<file path="src/rtl/core/p2d_div.sv">
// Bit-serial signed divider, truncating toward zero, one quotient bit per cycle.
module p2d_div #(
    parameter int NUM_W = 24,
    parameter int DEN_W = 10,
    localparam int CNT_W = $clog2(NUM_W + 1)
) (
    input  logic                    i_clk,
    input  logic                    i_rst_n,
    input  logic                    i_start,
    input  logic signed [NUM_W-1:0] i_num,
    input  logic [DEN_W-1:0]        i_den,
    output logic                    o_done,
    output logic signed [NUM_W-1:0] o_quot
);

    logic             r_busy;
    logic             r_done;
    logic [CNT_W-1:0] r_cnt;
    logic [DEN_W:0]   r_rem;
    logic [NUM_W-1:0] r_quo;
    logic [DEN_W-1:0] r_den;
    logic             r_neg;

    logic [NUM_W-1:0] num_mag;
    logic [DEN_W:0]   rem_sh;
    logic             fits;

    // Take the magnitude of the dividend and form one restoring step
    always_comb begin
        num_mag = i_num[NUM_W-1] ? (~i_num + 1'b1) : i_num;
        rem_sh  = {r_rem[DEN_W-1:0], r_quo[NUM_W-1]};
        fits    = (rem_sh >= {1'b0, r_den});
    end

    // Control: load on start, count down the quotient bits
    always_ff @(posedge i_clk) begin
        if (!i_rst_n) begin
            r_busy <= 1'b0;
            r_done <= 1'b0;
            r_cnt  <= '0;
        end else begin
            r_done <= 1'b0;
            if (i_start) begin
                r_busy <= 1'b1;
                r_cnt  <= CNT_W'(NUM_W);
            end else if (r_busy) begin
                r_cnt <= r_cnt - 1'b1;
                if (r_cnt == CNT_W'(1)) begin
                    r_busy <= 1'b0;
                    r_done <= 1'b1;
                end
            end
        end
    end

    // Datapath: shift dividend bits in, quotient bits out
    always_ff @(posedge i_clk) begin
        if (i_start) begin
            r_quo <= num_mag;
            r_rem <= '0;
            r_den <= i_den;
            r_neg <= i_num[NUM_W-1];
        end else if (r_busy) begin
            r_rem <= fits ? (rem_sh - {1'b0, r_den}) : rem_sh;
            r_quo <= {r_quo[NUM_W-2:0], fits};
        end
    end

    assign o_done = r_done;
    assign o_quot = r_neg ? $signed(~r_quo + 1'b1) : $signed(r_quo);

endmodule

</file>
<file path="config.mk">
export PLATFORM = sky130hd
export DESIGN_NAME = p2d_div
export DESIGN_NICKNAME = d
export VERILOG_FILES = /design/src/rtl/core/p2d_div.sv
export SDC_FILE = /design/constraint.sdc
export NUM_CORES = 1
export LEC_CHECK = 0
export BUFFER_PORTS_ARGS = -buffer_cell sky130_fd_sc_hd__buf_2
export CAP_MARGIN = 20
export CORE_MARGIN = 3
export CORE_UTILIZATION = 40
export CTS_BUF_LIST = sky130_fd_sc_hd__clkbuf_2 sky130_fd_sc_hd__clkbuf_4 sky130_fd_sc_hd__clkbuf_8
export DETAILED_ROUTE_END_ITERATION = 16
export PLACE_DENSITY = 0.57
export SYNTH_ARGS = -nofsm -noshare
export SYNTH_HDL_FRONTEND = slang
export SYNTH_SLANG_ARGS = --single-unit
</file>
<file path="constraint.sdc">
create_clock -name i_clk -period 5.88 [get_ports i_clk]
set_input_delay 0.882 -clock i_clk [delete_from_list [all_inputs] [get_ports i_clk]]
set_output_delay 0.882 -clock i_clk [all_outputs]
set_load 0.02 [all_outputs]
</file>
After elaboration in Yosys (flattened, before gate mapping)
Index checks and enable logic that the tools add are counted.
{"block": "totals", "reg_bits": 52, "latchBits": 0, "ramBits": 0, "romBits": 0, "inputBits": 37, "out_inout_bits": 25, "wordCells": 32, "memories": 0}
{"block": "classes", "n_addsub": 4, "n_mul": 0, "n_div": 0, "magnitude_cmp": 1, "eq_ne": 1, "shift": 0, "n_mux": 11, "bitwise": 4, "reduce_logical": 3}
{"operator": "two-way mux 24 bit", "n": 4}
{"operator": "adder 24 x 1 -> 24 bit (second input constant)", "n": 2}
{"operator": "inverter 24 bit", "n": 2}
{"operator": ">= comparator 11 x 10 -> 1 bit", "n": 1}
{"operator": "two-way mux 10 bit", "n": 1}
{"operator": "two-way mux 5 bit", "n": 2}
{"operator": "subtractor 10 bit", "n": 1}
{"operator": "== test 5 x 1 -> 1 bit (second input constant)", "n": 1}
{"operator": "subtractor 5 x 1 -> 5 bit (second input constant)", "n": 1}
{"operator": "two-way mux 1 bit", "n": 4}
{"operator": "OR reduction 3 bit", "n": 1}
{"operator": "inverter 1 bit", "n": 2}
{"operator": "nonzero test 2 bit", "n": 1}
{"operator": "OR reduction 2 bit", "n": 1}

Longest topological paths before layout
Gate-level depths: netlist (run 1).
{"block": "depth", "ltp_word": 4, "mapped_depth": 10}

Least setup slack after synthesis (run 1)
Ideal clock, no wire load.
{"block": "synth_path", "path_kind": "register to output", "from": "register r_quo[6]", "to": "output o_quot[21]", "arrival_ns": 2.126, "t_required_ns": 4.998, "setup_slack_ns": 2.872, "stages_incl_launch_ff": 7, "n_path_buf": 0, "cell_sequence": "edfxtp_1 or4_4 or3_4 nor3_4 nand3_2 o31ai_1 xnor2_1"}
{"block": "synth_via", "elab_chain_len": 3}
{"item": "start, declared", "line_no": "20", "rtl": "logic [NUM_W-1:0] r_quo;"}
{"item": "start signal, assigned", "line_no": "59", "rtl": "r_quo <= num_mag;"}
{"item": "start signal, assigned", "line_no": "65", "rtl": "r_quo <= {r_quo[NUM_W-2:0], fits};"}
{"item": "inverter 24 bit", "line_no": "70", "rtl": "assign o_quot = r_neg ? $signed(~r_quo + 1'b1) : $signed(r_quo);"}
{"item": "adder 24 x 1 -> 24 bit", "line_no": "70"}
{"item": "two-way mux 24 bit", "line_no": "70"}
{"item": "end, declared", "line_no": "13", "rtl": "output logic signed [NUM_W-1:0] o_quot"}
Every way passes these cells.

Worst setup path after layout (run 1)
{"block": "layout_path", "from": "register r_quo[5]", "to": "output o_quot[21]"}
Same word-level chain as after synthesis.

==> results_dict.tcl, run 1 <==
set metrics [dict create \
    result_of_the_run "finished, final reports clean" \
    combined_area_of_the_multi_input_logic_cells_mm2 0.00196 \
    synth_edf_count 35 \
    asyncSetResetFlopFracSynth 0 \
    dr_total_vias 2852 \
    route.detailed.wl_per_inst_um 14.3 \
    instances_no_fill 538 \
    slew_headroom 0.470 \
    ff_latch_area_mm2 0.00139 \
    synthesis.area_per_instance_um2 9.27 \
    rows 33 \
    hold_path.startpoint "r_cnt[1]$_SDFFE_PP0P_" \
    place_ws_ns 2.64 \
    design_power_total_uw 995 \
    cts_tree "done" \
    adder_and_majority_cell_fraction_of_the_synthesized_area 0.0560 \
    number_of_placed_instances_taps_included 529 \
    holdBufCountCts 0 \
    num_antenna_cells 0 \
    hold_path_depth 2 \
    worst-r2r-setup-slack_ns 3.33 \
    timing.final.hold_violations 0 \
    drive_above_1_share 0.192 \
    synth_area_mm2 0.00349 \
    worst_max_slew_pin_slew_ns 0.795 \
    synthXorXnorAreaFrac 0.136 \
    final_min_period_over_clock_period 0.609 \
    htree_levels 2 \
    clk_pin_slew_worst_paths_ns 0.10 \
    critical_path.startpoint_type "register" \
    cp_data_arrival_time_ns 2.70 \
    maximum_capacitance_violations 0 \
    ant_nets 0 \
    hold_class "reg -> reg" \
    routed_via_density 5.30 \
    num_io_pins 62 \
    synthToLayoutAreaGrowth_pct 14.7 \
    grt_remaining_overflow 0 \
    post-dp-hpwl_um 5690 \
    grt_setup_unrepaired "false" \
    cell_type_contributing_the_most_total_cell_area_after_synthesis "edfxtp_1" \
    finalSetupTns_ns 0 \
    synth_top_family_by_area "compound AO/OA/AOI/OAI gates" \
    clock_power_share 0.222 \
    crit_path_category "reg -> out" \
    setup.worst_path.end_class "output pin" \
    power.share.combinational 0.304 \
    post_synthesis_instance_total 376 \
    global_route_wire_length_before_repair_um 13100 \
    worst-endpoint-required_ns 5.00 \
    synth_fp_nets 428 \
    path_depth_of_the_worst_reg2reg_path 8 \
    crit_fanout 4 \
    synth-seq-area-share 0.399 \
    setup_ws_ns 2.30 \
    maximum_clock_skew_at_final_layout_ns 0.0143 \
    p_int_uw 659 \
    p_sw_uw 335 \
    gr_met1_demand_resource 0.234 \
    critical_path.reg2reg.startpoint "r_den[6]$_DFFE_PP_" \
    crit-reg2reg-capture "r_rem[3]$_SDFFE_PP0P_" \
    final_max_slew_viol_count 0 \
    pwr-share-seq 0.474 \
    post_synth_mux_area_share 0.0144 \
    synth.top_cells.by_area "edfxtp_1 30%, dfxtp_1 9.8%, xnor2_1 7.0%" \
    synthFlopType "edfxtp_1" \
    floorplan.initialDensity 0.418 \
    ys_warn_count 0 \
    ctsLongestPathBuffers 2 \
    global_route.usage.total 0.161 \
    placeableCoreArea_mm2 0.00834 \
    max_clock_freq_mhz 279 \
    grt_util_met2 0.253 \
    cts_buffers 5 \
    clockRootBuffer "clkbuf_8" \
    final.min_clock_period_ns 3.58 \
    drt_wl_total_um 7720 \
    initialDrtViolationCount 107 \
    synth.top_cell.area_share 0.302 \
    clock-sinks 52 \
    ys_types 48 \
    die_area_mm2 0.00987 \
    grt_start_max_net_pins 71 \
    grt_pass1_vias 2763 \
    hold_end "r_cnt[1]$_SDFFE_PP0P_" \
    die_width_um 99.4 \
    setup_violations 0 \
    clk_latency_ns 0.31 \
    final_nets 484 \
    irDropWorstVdd_v 0.000113 \
    grt.busiest_layer "met2" \
    synth-seq-cells 52 \
    synthSimpleGateAreaFrac 0.175 \
    hold_ws_ns 0.497 \
    fp.dieH_um 99.4 \
    number_of_antenna_violations_at_the_first_check_in_global_routing 0 \
    grt_use_met3 0.0245 \
    io_buffer_count 61 \
    drcViolationCount 0 \
    drt-pass1-iter-count 4 \
    switching_share 0.337 \
    gp_routability_congestion 0.834 \
    cellLeakagePower_nw 1.60 \
    pwr_density_cell_mw_per_mm2 249 \
    filler_cell_count 844 \
    synth_compound_area_frac 0.180 \
    cts_post_setup_buffers_inserted 0 \
    cells_resized_by_post_cts_repair 0 \
]
-- critical path, stage by stage, from the launching register on --
cell and delay (ns):
edfxtp_1 0.46, or4_4 0.55, or3_4 0.37, nor3_4 0.23
nand3_2 0.17, o31ai_1 0.29, xnor2_1 0.15, buf_2 0.18
-- worst max-delay path by stage --
stage                                  start          to  slack (ns)
after CTS                 r_quo[5]$_DFFE_PP_  o_quot[21]        2.27
after detailed placement  r_quo[4]$_DFFE_PP_  o_quot[21]        2.64
after floorplan           r_quo[6]$_DFFE_PP_  o_quot[21]        2.87
after global routing      r_quo[5]$_DFFE_PP_  o_quot[21]        2.14
after global placement    r_quo[6]$_DFFE_PP_  o_quot[23]        2.68
final                     r_quo[5]$_DFFE_PP_  o_quot[21]        2.30
-- synthesized netlist by cell type, types with 2 or more instances --
cell type  number
nor4_1          2
nand2_1        26
a211oi_1        8
o41ai_2         2
buf_1           3
nor3_1         12
o21ai_0        17
xor2_1         26
dfxtp_1        17
clkbuf_1       10
nand3_1         9
nor2b_1         6
mux2i_1         5
nor2_1         42
o21bai_1        2
nand3_2         2
a21boi_0        3
nand2b_1        4
or3_1           3
a21oi_1        27
inv_1          20
a21o_1          6
o311a_1         2
buf_4           2
or4_1           4
o22ai_1         4
xnor2_1        28
ha_1           14
a31oi_1         3
o41ai_1         3
o31ai_1        13
edfxtp_1       35
-- layout by cell type (no fill, tap or decap), types with 6 or more instances in the layout --
master	instances
inv_1	20
a211oi_1	8
dfxtp_1	17
clkbuf_8	6
edfxtp_1	35
xor2_1	26
o31ai_1	13
nand3_1	9
buf_2	61
nor2_1	42
o21ai_0	17
xnor2_1	28
nand2_1	26
a21oi_1	27
ha_1	14
nor2b_1	6
a21o_1	6
nor3_1	12
-- per-layer routing --
layer  vias to the layer above  part of all wire
li1                       1472                 -
met1                      1329              0.51
met2                        45              0.45
met3                         6             0.031
met4                         0            0.0071
met5                         -                 0
-- flip-flops by register name, indices dropped and copies added (netlist names) --
register	flops
r_quo	24
r_cnt	5
r_busy	1
o_done	1
r_neg	1
r_rem	10
r_den	10
-- logic make-up (layout without fill, tap and decap cells) --
kind of cell | after synthesis | count (layout)
and+or+nand+nor | 120 | 120
AOI/OAI and AO/OA | 95 | 95
xor gates and xnor gates | 54 | 54
DFF | 52 | 52
adders and majority gates | 15 | 15
buffers and inverters | 35 | 92
muxes | 5 | 5
-- per-stage QoR --
stage	util	cell area [um2]
floorplan	-	3490
global placement	0.464	3870
detailed placement	0.464	3870
CTS	0.476	3970
global route	0.479	4000
finish	0.479	4000
-- layout make-up --
type | count | share of cell area
clock buffer | 7 | 0.0225
clock inverter | 1 | 0.00156
inverter | 20 | 0.0188
multi-input combinational | 289 | 0.489
sequential | 52 | 0.348
tap | 105 | 0.0329
timing repair buffer | 64 | 0.0870
-- power by group through the flow --
stage                     clock [mW]  combinational, mW  sequential (mW)
after floorplan                    0              0.222            0.468
after global placement             0              0.300            0.478
after detailed placement           0              0.301            0.480
after CTS                      0.232              0.302            0.472
after global routing           0.242              0.338            0.477
final                          0.221              0.303            0.471
No activity file was read; power rests on OpenSTA's default activity.
==> run 2, diff against run 1 <==
- clock period: 5.88 -> 3.3 ns (I/O delays scaled with it)
==> run 2 against run 1 <==
Sequential share of layout area decreased by 0.39 points; global-route usage increased by 0.21 points; clock skew decreased by 0.0074 ns; sequential power increased by 79%; hold slack got worse by 0.14 ns; utilization increased by 0.54 points; routed wire length increased by 2.8%; non-clock buffer count increased by 5; setup slack got worse by 2.2 ns; die area unchanged; via count increased by 0.70%; power increased by 79%; highest routed layer unchanged.
==> results_dict.tcl, run 2 (synthesis results as in run 1) <==
set metrics [dict create \
    postLayoutCoreUtil 0.485 \
    initialDrtViolationCount 139 \
    detailroute.wirelength.met3_um 327 \
    synthToLayoutAreaGrowth_pct 16.0 \
    irDropWorstVdd_v 0.000186 \
    critical_path.startpoint_type "register" \
    maximum_clock_skew_at_final_layout_ns 0.00695 \
    hold_class "in -> reg" \
    placeableCoreArea_mm2 0.00834 \
    clk_latency_ns 0.31 \
    gp_routability_congestion 0.839 \
    grt_start_max_net_pins 56 \
    grt_remaining_overflow 0 \
    num_antenna_cells 0 \
    crit_path_end "o_quot[23]" \
    final.min_clock_period_ns 3.24 \
    cts_buffers 5 \
    final_max_slew_viol_count 0 \
    drive_above_1_share 0.205 \
    critical_path.reg2reg.startpoint "r_den[6]$_DFFE_PP_" \
    regMostFlops "r_quo" \
    clock-sinks 52 \
    fp.dieH_um 99.4 \
    grt_pass1_vias 2819 \
    ctsLongestPathBuffers 2 \
    cp_data_arrival_time_ns 2.74 \
    grt_setup_unrepaired "true" \
    crit_path_category "reg -> out" \
    die_width_um 99.4 \
    dr_total_vias 2872 \
    routed.top_layer "met4" \
    worst_max_slew_pin_slew_ns 0.847 \
    mostFrequentLayoutCell "buf_2" \
    global_route.usage.total 0.163 \
    crit-reg2reg-capture "r_rem[3]$_SDFFE_PP0P_" \
    route.detailed.wl_per_inst_um 14.6 \
    finalSetupTns_ns 0 \
    number_of_placed_instances_taps_included 531 \
    htree_levels 2 \
    wire_length_on_met1_um 4020 \
    final_min_period_over_clock_period 0.981 \
    setup_ws_ns 0.0633 \
    post-dp-hpwl_um 5760 \
    slew_headroom 0.435 \
    routed-wl-met2_um 3530 \
    ant_nets 0 \
    worst-endpoint-required_ns 2.80 \
    crit_fanout 4 \
    setup.worst_path.end_class "output pin" \
    clk_pin_slew_worst_paths_ns 0.10 \
    result_of_the_run "finished, final reports clean" \
    design_power_total_mw 1.78 \
    final_nets 489 \
    maximum_capacitance_violations 0 \
    routed_via_density 5.29 \
    cts_tree "done" \
    global_route_wire_length_before_repair_um 13300 \
    drt-pass1-iter-count 4 \
    drcViolationCount 0 \
    pwr_density_cell_mw_per_mm2 440 \
    mostFrequentLayoutCells "60 x buf_2, 42 x nor2_1, 35 x edfxtp_1" \
    number_of_antenna_violations_at_the_first_check_in_global_routing 0 \
    place_ws_ns 0.425 \
    clockRootBuffer "clkbuf_8" \
    largest_registers "r_quo (24), r_den (10), r_rem (10)" \
    worst-r2r-setup-slack_ns 0.77 \
    timing.final.hold_violations 0 \
    io_buffer_count 61 \
    max_clock_freq_mhz 309 \
    rows 33 \
    instances_no_fill 543 \
    floorplan.initialDensity 0.418 \
    path_depth_of_the_worst_reg2reg_path 8 \
    cp-startpoint "r_quo[5]$_DFFE_PP_" \
    num_io_pins 62 \
    setup_violations 0 \
    largest_register_ffs 24 \
    cellLeakagePower_nw 1.63 \
    hold_path_depth 1 \
    die_area_mm2 0.00987 \
    drt_wl_total_um 7930 \
]
==> run 2: cell count changes in the layout (fill, tap and decap cells not counted), sizes merged <==
| cell | change |
|---|---|
| clkinv | +2 |
| clkbuf | -1 |
| buf | +5 |
| inv | -1 |
==> run 2: per-stage QoR <==
| step | cell area (um2) | hold WS, ns |
|---|---|---|
| after floorplan | 3490 | 0.468 |
| after global placement | 3890 | 0.482 |
| after detailed placement | 3890 | 0.488 |
| after CTS | 3980 | 0.346 |
| after global routing | 4040 | 0.345 |
| final | 4040 | 0.355 |
==> run 2: critical path, cell delays in order (launching register included) <==
cell      delay (ns)
edfxtp_1        0.44
or4_4           0.55
or3_4           0.37
nor3_4          0.33
nand3_4         0.15
o31ai_1         0.27
xnor2_1         0.14
buf_2           0.18
==> run 2: layout make-up <==
type / count / area (um2)
Fill cell: 822 / 4300
Multi-Input combinational cell: 289 / 1980
Sequential cell: 52 / 1390
Timing Repair Buffer: 69 / 368
Tap cell: 105 / 131
Clock buffer: 6 / 82.6
Inverter: 20 / 75.1
Clock inverter: 2 / 10.0
==> run 2: worst min path at each step <==
| stage | start | endpoint | slack (ns) |
|---|---|---|---|
| floorplan | r_cnt[1]$_SDFFE_PP0P_ | r_cnt[1]$_SDFFE_PP0P_ | 0.47 |
| global placement | r_cnt[1]$_SDFFE_PP0P_ | r_cnt[1]$_SDFFE_PP0P_ | 0.48 |
| detailed placement | r_cnt[1]$_SDFFE_PP0P_ | r_cnt[1]$_SDFFE_PP0P_ | 0.49 |
| CTS | i_den[3] | r_den[3]$_DFFE_PP_ | 0.35 |
| global route | i_den[5] | r_den[5]$_DFFE_PP_ | 0.35 |
| finish | i_den[3] | r_den[3]$_DFFE_PP_ | 0.35 |
==> run 2: repair_timing <==
action / CTS / global route
hold buffers: 0 / 0
buffers inserted: 0 / 4
gates resized for setup: 0 / 7
endpoints found under the setup margin: 0 / 5
==> run 2: routing by layer <==
metal,up-vias,track usage
met5,-,0
met4,0,0.0452
met3,5,0.0288
met2,60,0.250
met1,1325,0.238
li1,1482,-
==> run 2: power by group <==
group          total [mW]  internal [mW]  switching [mW]  leakage [nW]
combinational       0.550          0.230           0.320          1.09
clock               0.386          0.168           0.218        0.0510
sequential          0.841          0.771          0.0702         0.484
==> run 3, diff against run 2 <==
--- a/config.mk
+++ b/config.mk
@@ -8,5 +8,4 @@
 export BUFFER_PORTS_ARGS = -buffer_cell sky130_fd_sc_hd__buf_2
 export CAP_MARGIN = 20
-export CORE_MARGIN = 3
 export CORE_UTILIZATION = 40
 export CTS_BUF_LIST = sky130_fd_sc_hd__clkbuf_2 sky130_fd_sc_hd__clkbuf_4 sky130_fd_sc_hd__clkbuf_8
==> constraint.sdc (replaced) <==
create_clock -name i_clk -period 3.3 [get_ports i_clk]
set_input_delay 0.495 -clock i_clk [delete_from_list [all_inputs] [get_ports i_clk]]
set_output_delay 0.495 -clock i_clk [all_outputs]
set_load 0.005 [all_outputs]
==> run 3 against run 2 <==
Final cell count decreased by 0.74%; count of clock-buffer cells in the layout decreased by 1; critical path depth unchanged; sequential cell count unchanged; critical endpoint unchanged; largest cell class unchanged; utilization decreased by 0.14 points; via count decreased by 2.2%; combinational power decreased by 15%; sequential share of layout area increased by 0.096 points; hold slack got worse by 0.0026 ns.
==> results_dict.tcl, run 3 (synthesis results as in run 1) <==
set metrics [dict create \
    result_of_the_run "finished, final reports clean" \
    worst-path-stages 7 \
    ant_nets 0 \
    route.detailed.wl_per_inst_um 14.3 \
    floorplan.initialDensity 0.418 \
    grt_remaining_overflow 0 \
    filler_cell_count 821 \
    die_width_um 95.4 \
    initialDrtViolationCount 72 \
    critPathSlowestCell "or4_4" \
    drive_above_1_share 0.196 \
    cts_post_setup_buffers_inserted 0 \
    ctsLongestPathBuffers 2 \
    crit_path_cell_trace "or4_4 > or3_4 > nor3_4 > nand3_2 > o31ai_1 > xnor2_1 > buf_2" \
    io_buffer_count 61 \
    critical_path.startpoint_type "register" \
    gp_routability_congestion 0.797 \
    path_depth_of_the_worst_reg2reg_path 8 \
    clk_latency_ns 0.31 \
    pwr_density_cell_mw_per_mm2 457 \
    drt-pass1-iter-count 4 \
    global_route.usage.total 0.177 \
    crit_path_category "reg -> out" \
    worst_path_largest_cell_delay_ns 0.55 \
    grt_start_max_net_pins 52 \
    drt_wl_total_um 7700 \
    rows 33 \
    cellLeakagePower_nw 1.62 \
    setup.worst_path.end_class "output pin" \
    number_of_placed_instances_taps_included 531 \
    max_clock_freq_mhz 317 \
    routed_via_density 5.21 \
    final.min_clock_period_ns 3.15 \
    critical_path.reg2reg.startpoint "r_den[6]$_DFFE_PP_" \
    regMostFlops "r_quo" \
    die_area_mm2 0.00909 \
    clk_pin_slew_worst_paths_ns 0.10 \
    final_min_period_over_clock_period 0.955 \
    largest_register_ffs 24 \
    cp_top_family "simple AND/OR/NAND/NOR gates" \
    worst_max_slew_pin_slew_ns 0.748 \
    cts_tree "done" \
    irDropWorstVdd_v 0.000205 \
    maximum_clock_skew_at_final_layout_ns 0.00552 \
    htree_levels 2 \
    setup_ws_ns 0.147 \
    clock-sinks 52 \
    combined_area_of_the_multi_input_logic_cells_mm2 0.00196 \
    number_of_antenna_violations_at_the_first_check_in_global_routing 0 \
    setup_violations 0 \
    holdBufCountCts 0 \
    ff_latch_area_mm2 0.00139 \
    synthToLayoutAreaGrowth_pct 15.6 \
    cp-startpoint "r_quo[5]$_DFFE_PP_" \
    hold_class "in -> reg" \
    largest_registers "r_quo (24), r_den (10), r_rem (10)" \
    grt_setup_unrepaired "false" \
    num_antenna_cells 0 \
    cp_data_arrival_time_ns 2.66 \
    slew_headroom 0.501 \
    crit-reg2reg-capture "r_rem[3]$_SDFFE_PP0P_" \
    mostFrequentLayoutCells "61 x buf_2, 42 x nor2_1, 35 x edfxtp_1" \
    cells_resized_by_post_cts_repair 0 \
    placeableCoreArea_mm2 0.00834 \
    cts_buffers 5 \
    crit_fanout 4 \
    finalSetupTns_ns 0 \
    final_max_slew_viol_count 0 \
    timing.final.hold_violations 0 \
    post_dp_cell_area_mm2 0.00389 \
    instances_no_fill 539 \
    worst-r2r-setup-slack_ns 0.74 \
    hold_path.startpoint "i_den[9]" \
    hold_ws_ns 0.352 \
    final_nets 485 \
    drcViolationCount 0 \
    clockRootBuffer "clkbuf_8" \
    dr_total_vias 2810 \
    num_io_pins 62 \
    post-route-cell-area_mm2 0.00403 \
    fp.dieH_um 95.4 \
    global_route_wire_length_before_repair_um 12500 \
    crit_path_end "o_quot[23]" \
    maximum_capacitance_violations 0 \
    post-dp-hpwl_um 5610 \
    place_ws_ns 0.472 \
    critPathBufInv 1 \
    worst-endpoint-required_ns 2.80 \
    grt_pass1_vias 2609 \
    mostFrequentLayoutCell "buf_2" \
]
run 3: worst min path at each step:
stage | cells past startpoint | slack [ns] | to
2_1_floorplan | 2 | 0.47 | r_cnt[1]$_SDFFE_PP0P_
3_5_place_dp | 2 | 0.49 | r_cnt[1]$_SDFFE_PP0P_
3_3_place_gp | 2 | 0.48 | r_cnt[1]$_SDFFE_PP0P_
4_1_cts | 1 | 0.34 | r_den[9]$_DFFE_PP_
5_1_grt | 1 | 0.33 | r_den[6]$_DFFE_PP_
6_report | 1 | 0.35 | r_den[9]$_DFFE_PP_
run 3: stage by stage:
stage	power [mW]	utilization
finish	1.84	0.483
global placement	1.32	0.466
detailed placement	1.32	0.466
floorplan	1.16	-
CTS	1.86	0.483
global route	1.95	0.483
run 3: area by class of cell:
cell class                 count  area share
multi-input combinational    289       0.486
sequential                    52       0.345
timing repair buffer          65      0.0832
tap                          105      0.0326
inverter                      20      0.0186
clock buffer                   5      0.0171
clock inverter                 3      0.0171
run 3: worst reg2reg max path, stage by stage (launching register included):
cell and delay [ns]:
edfxtp_1 0.33, inv_1 0.04, ha_1 0.36, nand2_1 0.14, or4_1 0.57, o31a_1 0.14
nand3_1 0.45, mux2i_1 0.17, a211oi_1 0.28
run 3: report_power, final:
group / switching [mW] / internal (mW) / leakage [nW]
Sequential: 0.0685 / 0.771 / 0.484
Clock: 0.230 / 0.306 / 0.0687
Combinational: 0.250 / 0.219 / 1.06
run 3: routing by layer:
| metal | track usage | vias up | part of all wire |
|---|---|---|---|
| met2 | 0.272 | 45 | 0.44 |
| met5 | 0 | - | 0 |
| met4 | 0.0391 | 0 | 0.0069 |
| met1 | 0.257 | 1289 | 0.52 |
| met3 | 0.0327 | 4 | 0.033 |
| li1 | - | 1472 | - |
